File: config.mk
export PLATFORM = sky130hd
export DESIGN_NAME = sprite_frame_sequencer
export DESIGN_NICKNAME = d
export VERILOG_FILES = /design/src/rtl/sfs_pkg.sv /design/src/rtl/sfs_ram.sv /design/src/rtl/sfs_cfg_regs.sv /design/src/rtl/sprite_frame_sequencer.sv
export SDC_FILE = /design/constraint.sdc
export NUM_CORES = 2
export LEC_CHECK = 0
export BUFFER_PORTS_ARGS = -buffer_cell sky130_fd_sc_hd__buf_2
export CAP_MARGIN = 25
export CORE_AREA = 4 4 212 420
export DETAILED_ROUTE_END_ITERATION = 6
export DIE_AREA = 0 0 216 424
export PLACE_DENSITY = 0.7
export SETUP_SLACK_MARGIN = 0.05
export SLEW_MARGIN = 40
export SYNTH_ARGS = -nofsm -noshare
export SYNTH_HDL_FRONTEND = slang
export SYNTH_SLANG_ARGS = --single-unit
export TNS_END_PERCENT = 50
File: constraint.sdc
create_clock -name clk_i -period 8.8 [get_ports clk_i]
set_clock_uncertainty 0.05 [all_clocks]
set_input_delay 2.64 -clock clk_i [delete_from_list [all_inputs] [get_ports clk_i]]
set_output_delay 2.64 -clock clk_i [all_outputs]
set_load 0.01 [all_outputs]
File: src/rtl/sfs_pkg.sv
// ----------------------------------------------------------------------------
// sfs_pkg
// shared types, codes and reset values of the sprite frame sequencer
// ----------------------------------------------------------------------------
`default_nettype none

package sfs_pkg;

  localparam int unsigned FUNC_W      = 3;
  localparam int unsigned ELAPSED_W   = 20;
  localparam int unsigned IDX_W       = 5;
  localparam int unsigned TIME_W      = 24;
  localparam int unsigned FRAME_OUT_W = 5;
  localparam int unsigned SRC_X_W     = 13;
  localparam int unsigned SRC_Y_W     = 14;
  localparam int unsigned COUNT_W     = 6;
  localparam int unsigned SIZE_W      = 8;
  localparam int unsigned ROW_W       = 6;
  localparam int unsigned CFG_IDX_W   = 3;

  // item function codes
  localparam logic [FUNC_W-1:0] FUNC_TICK    = 3'd0;
  localparam logic [FUNC_W-1:0] FUNC_RESTART = 3'd1;
  localparam logic [FUNC_W-1:0] FUNC_FREEZE  = 3'd2;
  localparam logic [FUNC_W-1:0] FUNC_JUMP    = 3'd3;
  localparam logic [FUNC_W-1:0] FUNC_LOAD    = 3'd4;

  // register indexes
  localparam logic [CFG_IDX_W-1:0] CFG_FRAME_COUNT  = 3'd0;
  localparam logic [CFG_IDX_W-1:0] CFG_FRAME_SIZE   = 3'd1;
  localparam logic [CFG_IDX_W-1:0] CFG_SHEET_ROW    = 3'd2;
  localparam logic [CFG_IDX_W-1:0] CFG_PLAY_ONCE    = 3'd3;
  localparam logic [CFG_IDX_W-1:0] CFG_DEFAULT_TIME = 3'd4;

  // reset values
  localparam logic [COUNT_W-1:0] RST_FRAME_COUNT = 6'd1;
  localparam logic [SIZE_W-1:0]  RST_FRAME_SIZE  = 8'd32;
  localparam logic [ROW_W-1:0]   RST_SHEET_ROW   = 6'd0;
  localparam logic               RST_PLAY_ONCE   = 1'b0;
  localparam logic [TIME_W-1:0]  RST_FRAME_TIME  = 24'd5243;

  typedef struct packed {
    logic [FUNC_W-1:0]    func;
    logic [ELAPSED_W-1:0] elapsed;
    logic [IDX_W-1:0]     frame_index;
    logic [TIME_W-1:0]    duration;
  } in_item_t;

  typedef struct packed {
    logic [FRAME_OUT_W-1:0] current_frame;
    logic [SRC_X_W-1:0]     source_x;
    logic [SRC_Y_W-1:0]     source_y;
    logic                   reached_end;
    logic                   advanced;
  } out_item_t;

  typedef struct packed {
    logic [COUNT_W-1:0] frame_count;
    logic [SIZE_W-1:0]  frame_size;
    logic [ROW_W-1:0]   sheet_row;
    logic               play_once;
    logic [TIME_W-1:0]  default_frame_time;
  } cfg_t;

endpackage

`default_nettype wire

File: src/rtl/sfs_ram.sv
// ----------------------------------------------------------------------------
// sfs_ram
// generic single-write, single-read memory with registered read data
// ----------------------------------------------------------------------------
`default_nettype none

module sfs_ram #(
  parameter int unsigned WIDTH = 24,
  parameter int unsigned DEPTH = 32,
  localparam int unsigned AW   = (DEPTH > 1) ? $clog2(DEPTH) : 1
) (
  input  wire logic             clk_i,
  input  wire logic             we_i,
  input  wire logic [AW-1:0]    waddr_i,
  input  wire logic [WIDTH-1:0] wdata_i,
  input  wire logic             re_i,
  input  wire logic [AW-1:0]    raddr_i,
  output logic      [WIDTH-1:0] rdata_o
);

  logic [WIDTH-1:0] mem_q [DEPTH];
  logic [WIDTH-1:0] rdata_q;

  // read returns the old contents on a same-address write
  always_ff @(posedge clk_i) begin
    if (we_i) begin
      mem_q[waddr_i] <= wdata_i;
    end
    if (re_i) begin
      rdata_q <= mem_q[raddr_i];
    end
  end

  assign rdata_o = rdata_q;

endmodule

`default_nettype wire

File: src/rtl/sfs_cfg_regs.sv
// ----------------------------------------------------------------------------
// sfs_cfg_regs
// configuration register file, with the post-write view for state reload
// ----------------------------------------------------------------------------
`default_nettype none

module sfs_cfg_regs (
  input  wire logic                           clk_i,
  input  wire logic                           rst_ni,
  input  wire logic                           cfg_valid_i,
  input  wire logic [sfs_pkg::CFG_IDX_W-1:0]  cfg_index_i,
  input  wire logic [sfs_pkg::TIME_W-1:0]     cfg_data_i,
  output sfs_pkg::cfg_t                       cfg_q_o,
  output sfs_pkg::cfg_t                       cfg_d_o,
  output logic                                cfg_hit_o
);

  import sfs_pkg::*;

  cfg_t cfg_q, cfg_d;
  logic hit;

  always_comb begin
    cfg_d = cfg_q;
    hit   = 1'b0;
    if (cfg_valid_i) begin
      unique case (cfg_index_i)
        CFG_FRAME_COUNT: begin
          cfg_d.frame_count = cfg_data_i[COUNT_W-1:0];
          hit = 1'b1;
        end
        CFG_FRAME_SIZE: begin
          cfg_d.frame_size = cfg_data_i[SIZE_W-1:0];
          hit = 1'b1;
        end
        CFG_SHEET_ROW: begin
          cfg_d.sheet_row = cfg_data_i[ROW_W-1:0];
          hit = 1'b1;
        end
        CFG_PLAY_ONCE: begin
          cfg_d.play_once = cfg_data_i[0];
          hit = 1'b1;
        end
        CFG_DEFAULT_TIME: begin
          cfg_d.default_frame_time = cfg_data_i;
          hit = 1'b1;
        end
        default: begin
          hit = 1'b0;
        end
      endcase
    end
  end

  always_ff @(posedge clk_i or negedge rst_ni) begin
    if (!rst_ni) begin
      cfg_q.frame_count        <= RST_FRAME_COUNT;
      cfg_q.frame_size         <= RST_FRAME_SIZE;
      cfg_q.sheet_row          <= RST_SHEET_ROW;
      cfg_q.play_once          <= RST_PLAY_ONCE;
      cfg_q.default_frame_time <= RST_FRAME_TIME;
    end else begin
      cfg_q <= cfg_d;
    end
  end

  assign cfg_q_o   = cfg_q;
  assign cfg_d_o   = cfg_d;
  assign cfg_hit_o = hit;

endmodule

`default_nettype wire

File: src/rtl/sprite_frame_sequencer.sv
// ----------------------------------------------------------------------------
// sprite_frame_sequencer
// steps a sprite animation through the frames of one sheet row
//
// input channel: in_valid_i / in_stall_o carry one command per transaction
// (tick, restart, freeze, jump, duration load). output channel: out_valid_o /
// out_stall_i return exactly one result per command, in order.
// a command is accepted into the working stage and its result is registered in
// the output register when that stage fires; one command per cycle is sustained
// while the receiver does not stall. the per-frame duration store is read in
// the accept cycle and its registered data is used by the working stage; a
// load followed directly by a read of the same frame is forwarded.
// configuration writes use cfg_valid_i / cfg_ready_o (always ready); the user
// must make them while no command is in flight (the block does not enforce
// it); a defined-index write reloads the countdown with the frame-0 duration.
// reset returns the configuration to its defaults, frame 0, no overrides.
// when the receiver stalls, one result waits in the output register and one
// more command is taken into the working stage before in_stall_o rises.
// ----------------------------------------------------------------------------
`default_nettype none

module sprite_frame_sequencer #(
  parameter int unsigned MAX_FRAMES = 32
) (
  input  wire logic                          clk_i,
  input  wire logic                          rst_ni,
  input  wire logic                          in_valid_i,
  output logic                               in_stall_o,
  input  wire sfs_pkg::in_item_t             in_data_i,
  output logic                               out_valid_o,
  input  wire logic                          out_stall_i,
  output sfs_pkg::out_item_t                 out_data_o,
  input  wire logic                          cfg_valid_i,
  output logic                               cfg_ready_o,
  input  wire logic [sfs_pkg::CFG_IDX_W-1:0] cfg_index_i,
  input  wire logic [sfs_pkg::TIME_W-1:0]    cfg_data_i
);

  import sfs_pkg::*;

  localparam int unsigned FW = $clog2(MAX_FRAMES);
  localparam int unsigned CW = $clog2(MAX_FRAMES + 1);
  localparam int unsigned WW = (CW > COUNT_W) ? CW : COUNT_W;
  localparam logic [WW-1:0] MAX_W = WW'(MAX_FRAMES);
  localparam int unsigned XW = FW + SIZE_W;
  localparam int unsigned YW = ROW_W + SIZE_W;

  function automatic logic [CW-1:0] eff_count(input cfg_t c);
    logic [WW-1:0] w;
    w = WW'(c.frame_count);
    if (w == '0) w = WW'(1);
    if (w > MAX_W) w = MAX_W;
    return w[CW-1:0];
  endfunction

  function automatic logic [FW-1:0] last_frame(input cfg_t c);
    logic [CW-1:0] m;
    m = eff_count(c) - CW'(1);
    return m[FW-1:0];
  endfunction

  function automatic logic wraps(input logic [FW-1:0] f, input cfg_t c);
    return (WW'(f) + WW'(1)) >= WW'(eff_count(c));
  endfunction

  function automatic logic [FW-1:0] next_frame(input logic [FW-1:0] f, input cfg_t c);
    logic [FW-1:0] n;
    if (wraps(f, c)) begin
      n = c.play_once ? last_frame(c) : '0;
    end else begin
      n = f + FW'(1);
    end
    return n;
  endfunction

  function automatic logic [FW-1:0] sat_frame(input logic [WW-1:0] iw, input cfg_t c);
    logic [FW-1:0] lf;
    lf = last_frame(c);
    if (iw > WW'(lf)) return lf;
    return iw[FW-1:0];
  endfunction

  // configuration
  cfg_t cfg_q, cfg_d;
  logic cfg_hit;

  sfs_cfg_regs u_cfg (
    .clk_i       (clk_i),
    .rst_ni      (rst_ni),
    .cfg_valid_i (cfg_valid_i),
    .cfg_index_i (cfg_index_i),
    .cfg_data_i  (cfg_data_i),
    .cfg_q_o     (cfg_q),
    .cfg_d_o     (cfg_d),
    .cfg_hit_o   (cfg_hit)
  );

  assign cfg_ready_o = 1'b1;

  // animation state
  logic [FW-1:0]         frame_q, frame_d;
  logic [TIME_W-1:0]     count_q, count_d;
  logic                  end_q, end_d;
  logic                  frozen_q, frozen_d;
  logic [MAX_FRAMES-1:0] ovr_vld_q;
  logic [TIME_W-1:0]     ovr0_q;

  // working stage and output register
  logic              s1_vld_q;
  in_item_t          s1_item_q;
  logic [FW-1:0]     s1_addr_q;
  logic              s1_fwd_q;
  logic [TIME_W-1:0] s1_fwd_data_q;
  logic              out_vld_q;
  out_item_t         out_item_q;

  logic              s1_fire, in_acc;
  logic [FW-1:0]     rd_addr, wr_addr;
  logic              wr_en;
  logic [TIME_W-1:0] ram_rdata, slot_time, frame_time, time0;
  logic              adv;
  logic [XW-1:0]     src_x_full;
  logic [YW-1:0]     src_y_full;
  logic [WW-1:0]     s1_idx_w, in_idx_w;
  out_item_t         res;

  assign s1_fire    = s1_vld_q && !(out_vld_q && out_stall_i);
  assign in_stall_o = s1_vld_q && out_vld_q && out_stall_i;
  assign in_acc     = in_valid_i && !in_stall_o;

  assign s1_idx_w = WW'(s1_item_q.frame_index);
  assign in_idx_w = WW'(in_data_i.frame_index);
  assign wr_addr  = s1_idx_w[FW-1:0];

  assign slot_time  = s1_fwd_q ? s1_fwd_data_q : ram_rdata;
  assign frame_time = ovr_vld_q[s1_addr_q] ? slot_time : cfg_q.default_frame_time;
  assign time0      = ovr_vld_q[0] ? ovr0_q : cfg_q.default_frame_time;

  always_comb begin
    frame_d  = frame_q;
    count_d  = count_q;
    end_d    = end_q;
    frozen_d = frozen_q;
    adv      = 1'b0;
    wr_en    = 1'b0;
    priority if (s1_fire) begin
      unique case (s1_item_q.func)
        FUNC_TICK: begin
          if (!frozen_q) begin
            if (TIME_W'(s1_item_q.elapsed) >= count_q) begin
              frame_d = s1_addr_q;
              count_d = frame_time;
              adv     = 1'b1;
              if (wraps(frame_q, cfg_q)) end_d = 1'b1;
            end else begin
              count_d = count_q - TIME_W'(s1_item_q.elapsed);
            end
          end
        end
        FUNC_RESTART: begin
          frame_d  = '0;
          count_d  = time0;
          end_d    = 1'b0;
          frozen_d = 1'b0;
          adv      = (frame_q != '0);
        end
        FUNC_FREEZE: begin
          frame_d  = s1_addr_q;
          frozen_d = 1'b1;
          end_d    = 1'b0;
          adv      = (s1_addr_q != frame_q);
        end
        FUNC_JUMP: begin
          frame_d  = s1_addr_q;
          count_d  = frame_time;
          frozen_d = 1'b0;
          adv      = (s1_addr_q != frame_q);
        end
        FUNC_LOAD: begin
          wr_en = (s1_idx_w < MAX_W);
        end
        default: begin
          adv = 1'b0;
        end
      endcase
    end else if (cfg_hit) begin
      frame_d  = sat_frame(WW'(frame_q), cfg_d);
      count_d  = ovr_vld_q[0] ? ovr0_q : cfg_d.default_frame_time;
      frozen_d = 1'b0;
    end else begin
      frame_d = frame_q;
    end
  end

  // read address for the entering command, from the state it will see
  always_comb begin
    if (in_data_i.func == FUNC_TICK) begin
      rd_addr = next_frame(frame_d, cfg_q);
    end else begin
      rd_addr = sat_frame(in_idx_w, cfg_q);
    end
  end

  sfs_ram #(
    .WIDTH (TIME_W),
    .DEPTH (MAX_FRAMES)
  ) u_ovr_ram (
    .clk_i   (clk_i),
    .we_i    (wr_en),
    .waddr_i (wr_addr),
    .wdata_i (s1_item_q.duration),
    .re_i    (in_acc),
    .raddr_i (rd_addr),
    .rdata_o (ram_rdata)
  );

  assign src_x_full = XW'(frame_d) * XW'(cfg_q.frame_size);
  assign src_y_full = YW'(cfg_q.sheet_row) * YW'(cfg_q.frame_size);

  always_comb begin
    res.current_frame = FRAME_OUT_W'(frame_d);
    res.source_x      = src_x_full[SRC_X_W-1:0];
    res.source_y      = SRC_Y_W'(src_y_full);
    res.reached_end   = end_d;
    res.advanced      = adv;
  end

  always_ff @(posedge clk_i or negedge rst_ni) begin
    if (!rst_ni) begin
      frame_q   <= '0;
      count_q   <= RST_FRAME_TIME;
      end_q     <= 1'b0;
      frozen_q  <= 1'b0;
      ovr_vld_q <= '0;
      s1_vld_q  <= 1'b0;
      out_vld_q <= 1'b0;
    end else begin
      frame_q  <= frame_d;
      count_q  <= count_d;
      end_q    <= end_d;
      frozen_q <= frozen_d;
      if (wr_en) begin
        ovr_vld_q[wr_addr] <= 1'b1;
      end
      if (in_acc) begin
        s1_vld_q <= 1'b1;
      end else if (s1_fire) begin
        s1_vld_q <= 1'b0;
      end
      if (s1_fire) begin
        out_vld_q <= 1'b1;
      end else if (out_vld_q && !out_stall_i) begin
        out_vld_q <= 1'b0;
      end
    end
  end

  always_ff @(posedge clk_i) begin
    if (in_acc) begin
      s1_item_q     <= in_data_i;
      s1_addr_q     <= rd_addr;
      s1_fwd_q      <= wr_en && (wr_addr == rd_addr);
      s1_fwd_data_q <= s1_item_q.duration;
    end
    if (s1_fire) begin
      out_item_q <= res;
    end
    if (wr_en && (wr_addr == '0)) begin
      ovr0_q <= s1_item_q.duration;
    end
  end

  assign out_valid_o = out_vld_q;
  assign out_data_o  = out_item_q;

endmodule

`default_nettype wire

## After elaboration in Yosys (flattened, before gate mapping)

Memory sizes are Yosys's and may differ from the RTL's. A register that Yosys moved wholly into a read port is not among the register bits.
Index checks and enable logic that the tools add are counted.

- Bits in registers: 250
- Memory bits (writable): 768
- Output and inout bits: 37
- Logic and storage cells: 178
- Memories kept: 1

- Add/subtract/negate cells: 7
- $mul: 2
- $lt $le $gt $ge: 14
- Equal/unequal tests: 13
- Multiplexer cells: 84
- Bitwise gates (word level): 1
- Reductions and logical operators: 31

Memory list:

| name | depth | width | rd ports | clocked after Yosys merged registers in | wr ports | RTL line | RTL |
|---|---|---|---|---|---|---|---|
| u_ovr_ram.mem_q | 32 | 24 | 1 | 1 | 1 | sfs_ram.sv:21 | `logic [WIDTH-1:0] mem_q [DEPTH];` |

Operators with widths:

| cell | number |
|---|---|
| 24-bit 2-to-1 mux | 9 |
| 6-bit 2-to-1 mux | 21 |
| 5-bit 2-to-1 mux | 19 |
| 24-bit case mux with 3 select lines | 1 |
| 45-bit 2-to-1 mux | 1 |
| 32-bit bitwise OR | 1 |
| 6-bit > comparator, second input constant | 5 |
| 1-bit 2-to-1 mux | 26 |
| 20-bit by 24-bit greater-or-equal comparator with 1-bit output | 1 |
| 24-bit by 20-bit subtractor with 24-bit output | 1 |
| 5-bit by 6-bit < comparator with 1-bit output, second input constant | 3 |
| 5-bit case mux with 3 select lines | 1 |
| 5-bit by 1-bit subtractor with 5-bit output, second input constant | 3 |
| 6-bit by 8-bit multiplier with 14-bit output | 1 |
| 5-bit by 8-bit multiplier with 13-bit output | 1 |
| 5-bit by 1-bit adder with 6-bit output, second input constant | 2 |
| 3-bit by 2-bit == test with 1-bit output, second input constant | 4 |
| 6-bit greater-or-equal comparator | 2 |
| 6-bit logical NOT | 2 |
| 5-bit > comparator | 2 |
| 1-bit logical AND | 9 |
| 3-bit logical NOT | 3 |
| 8-bit 2-to-1 mux | 1 |
| 2-bit AND reduction | 4 |
| 20 further kinds | 29 |

## Longest topological paths before layout

- Depth after elaboration: 33
- Mapped depth: 38

## By module

From an unflattened synthesis, not the netlist that was laid out.

- Cells, all modules: 3104
- Area total of the unflattened synthesis: 46194.3 µm²

By module, submodules not included:

| module | times used | cells an instance | area an instance (µm²) | seq. area each (µm²) |
|---|---|---|---|---|
| sfs_ram | 1 | 1711 | 30720.7 | 23782.8 |
| sprite_frame_sequencer | 1 | 1291 | 13610.6 | 5840.6 |
| sfs_cfg_regs | 1 | 102 | 1863.0 | 1138.6 |

## Worst setup path after synthesis

Ideal clock, no wire load.

- Path type: in2reg
- Start: input port cfg_index_i[0] (netlist name)
- End: register out_item_q (netlist bit out_data_o[28]), data pin
- Setup time: 0.262 ns
- Arrival: 9.504 ns
- Path slack: -1.017 ns
- Cell stages on the path: 35
- Cell sequence: nor4b_1 -> buf_2 -> buf_1 -> mux2_2 -> nand2_1 -> ha_1 -> nand3_1 -> o211ai_1 -> o21ai_0 -> o22ai_1 -> ha_1 -> and3_1 -> o21ai_0 -> a21oi_1 -> and2_1 -> clkbuf_1 -> mux2_2 -> a31oi_1 -> clkbuf_1 -> nand2_1 -> fa_1 -> fa_1 -> fa_1 -> inv_1 -> ha_1 -> a21oi_1 -> nor2_1 -> nor2_1 -> o21bai_1 -> a21oi_1 -> o21bai_1 -> a21oi_1 -> o21bai_1 -> a21oi_1 -> xor2_1

RTL lines:

| item | RTL line | RTL |
|---|---|---|
| start: declaration | sprite_frame_sequencer.sv:35 | `input wire logic [sfs_pkg::CFG_IDX_W-1:0] cfg_index_i,` |
| end signal: assignment | sprite_frame_sequencer.sv:266 | `out_item_q <= res;` |
| end: declaration | sprite_frame_sequencer.sv:115 | `out_item_t out_item_q;` |

==> results.py <==
metrics = {
    "pwr": {
        "p_total_mw": 18.5,
        "power.density_mw_per_mm2": 338,
        "p_leak_nw": 20.9,
        "peakVddDrop_mv": 0.297,
    },
    "synthesis": {
        "synth_cells": 3296,
        "yosys_warnings": 0,
        "synth_top_cell_area_share_pct": 59.7,
        "synth_edf_count": 932,
        "synth_common_cells": "edfxtp_1, mux2i_1, inv_1",
        "post_synth.cell_area_avg_um2": 14.2,
        "synth.area.top_cells": "edfxtp_1, mux2i_1, dfrtp_1",
        "synth_area_mm2": 0.0469,
        "async_flop_share_pct": 10.6,
        "yosysMostFrequentCell": "edfxtp_1",
        "ys.flop_type": "edfxtp_1",
        "synthesis.nets": 3514,
        "yosysTopAreaCell": "edfxtp_1",
        "yosysSeqAreaShare_pct": 65.6,
        "ys_ff_latch": 1042,
        "synth_cell_types": 73,
    },
    "sta": {
        "tightest_slew_ps": 852,
        "rsz0062_at_grt": "yes",
        "post-route-min-period_ps": 8690,
        "slew_violations": 0,
        "fin_tns_setup_ps": 0,
        "clock.fmax_mhz": 115,
        "hold_slack_ps": 422,
        "setup_violations": 0,
        "hold_viol": 0,
        "fin_crit_sh_pct": 98.8,
        "relSlewSlack_pct": 43.2,
    },
    "placement": {
        "gp_congestion": 0.942,
        "hpwl_um": 81700,
        "place_area_mm2": 0.0507,
        "io_buffers": 119,
    },
    "worst_setup_path": {
        "slowest_delay_ps": 350,
        "start_kind": "input port",
        "slowest_stage": "a221oi_4",
        "crit_type": "in2reg",
        "arrival_ps": 9090,
        "required_ps": 9190,
        "cp-end-kind": "flop",
        "crit_path_frequent_cell": "buf_4",
        "crit_path_max_fanout": 10,
    },
    "global_routing": {
        "antenna_found_initial": 4,
        "grt_start_max_net_pins": 95,
        "grt_pass1_wl_um": 188000,
        "grt_usage_pct": 27.4,
        "grt_pass1_vias": 30381,
        "overflow": 0,
    },
    "floorplan": {
        "dieArea_mm2": 0.0916,
        "num_rows": 152,
        "core_area_mm2": 0.0858,
        "die_w_um": 216,
        "start_util_pct": 54.6,
        "num_io_pins": 121,
        "die_y_um": 424,
    },
    "detailed_routing": {
        "routed_wl_um": 129000,
        "drt-vias-per-instance": 6.13,
        "drc": 0,
        "ant_nets": 0,
        "routedWlPerCell_um": 26.8,
        "drtIter0Drc": 2860,
        "dr.pass1.iters": 5,
        "num_vias": 29436,
    },
    "worst_hold_path": {
        "min_path_type": "reg2reg",
    },
    "finish": {
        "drive_above_1_share_pct": 21.6,
        "synthToLayoutAreaGrowth_pct": 16.6,
        "fin_util_pct": 63.7,
        "fill_cells": 6138,
        "fin_area_mm2": 0.0546,
        "fin_nets": 3785,
    },
    "cts": {
        "ctsHoldBuffers": 0,
        "tritoncts": "done",
        "worst_skew_pair.late_latency_ps": 700,
        "numCtsBuffers": 90,
        "h-tree-depth": 3,
        "cts.sinks": 1042,
        "cts.clk_slew.worst_paths_ps": 70,
        "cts_root_buf": "clkbuf_16",
        "cts.path.max_buffers": 3,
    },
    "flow_run": {
        "max_cap_violations": 0,
    },
    "run_status": {
        "outcome": "finished, final reports clean",
    },
}
[layout by cell type (no fill, tap or decap), drive strengths merged, types with 35 or more instances in the layout]
cell / instances
and2: 57
a221oi: 194
mux2i: 403
buf: 368
mux2: 73
dfrtp: 92
ha: 90
fa: 44
or2: 37
a21oi: 93
nor3: 207
o21ai: 67
edfxtp: 932
clkbuf: 112
nand2: 126
nor2: 98
clkinv: 35
inv: 310
[flip-flops by register name (all words and copies together), names as in the netlist, 24 cells and up]
register and count:
count_q 24, u_ovr_ram.mem_q 768, s1_fwd_data_q 24, out_data_o 34
u_cfg.cfg_q_o 45, s1_item_q 47, ovr0_q 24, u_ovr_ram.rdata_o 24
ovr_vld_q 32
[what timing repair did]
item / CTS / global route
buffers inserted: 0 / 22
gates cloned: 1 / 4
setup endpoints to repair: 6 / 28
pin swaps: 0 / 28
resized for setup: 4 / 86
[power by group]
part | internal [mW] | switching (mW) | leakage [nW]
sequential | 5.87 | 0.316 | 9.81
combinational | 3.72 | 4.28 | 9.57
clock | 2.42 | 1.85 | 1.55
total | 12.0 | 6.45 | 20.9
[final timing paths]
check	start	end	slack [ps]	cells after the start
max	cfg_index_i[1]	u_ovr_ram.rdata_o[0]$_DFFE_PP_	110	38
min	ovr_vld_q[23]$_DFFE_PN0P_	ovr_vld_q[23]$_DFFE_PN0P_	420	1
max reg2reg	u_cfg.cfg_q_o[43]$_DFF_PN0_	u_ovr_ram.rdata_o[0]$_DFFE_PP_	1540	37
min reg2reg	ovr_vld_q[23]$_DFFE_PN0P_	ovr_vld_q[23]$_DFFE_PN0P_	420	1
max in group asynchronous	rst_ni	ovr_vld_q[0]$_DFFE_PN0P_	5670	2
min in group asynchronous	rst_ni	count_q[8]$_DFFE_PN0P_	1950	1
[critical path: cells and delay by family]
family / cells / cell delay, ps
multiplexers: 5 / 1130
AO/OA/AOI/OAI: 12 / 1800
adder cells (fa/ha/maj): 4 / 930
AND/OR/NAND/NOR: 5 / 780
buffers and inverters: 11 / 1590
XOR/XNOR: 1 / 180
[cell families (layout without fill, tap and decap cells)]
family,after synthesis,in the layout,share of synthesized area (%)
mux,486,486,10.8
buf+inv,500,846,4.45
xor+xnor,52,52,0.972
fa+ha+maj,134,134,4.28
other cells,1,3,0.00800
flops,1042,1042,65.6
compound gates,479,479,7.49
simple gates,602,602,6.31
[through the flow]
stage | std cells | worst slack, ps
5_1_grt | 4798 | -108
6_report | 4799 | 105
4_1_cts | 4771 | 86.7
3_3_place_gp | 4583 | -568
2_1_floorplan | 3296 | -103
3_5_place_dp | 4603 | -799
[per-layer routing]
metal  share of wire (%)  global-route usage (%)  vias up
met5                   0                       0        -
met4                 6.8                    16.3        0
met3                 6.2                    3.69      428
met2                  52                    49.4     1309
met1                  35                    30.9    14784
li1                    -                       -    12915
[cell type report]
class | count | area (um^2) | area share, %
Sequential cell | 1042 | 30800 | 56.3
Antenna cell | 2 | 5.00 | 0.00916
Multi-Input combinational cell | 1754 | 14800 | 27.1
Inverter | 306 | 1150 | 2.10
Clock inverter | 59 | 738 | 1.35
Timing Repair Buffer | 373 | 3310 | 6.05
Clock buffer | 108 | 2420 | 4.43
Tap cell | 1155 | 1450 | 2.64
(Power assumes the default switching activity.)
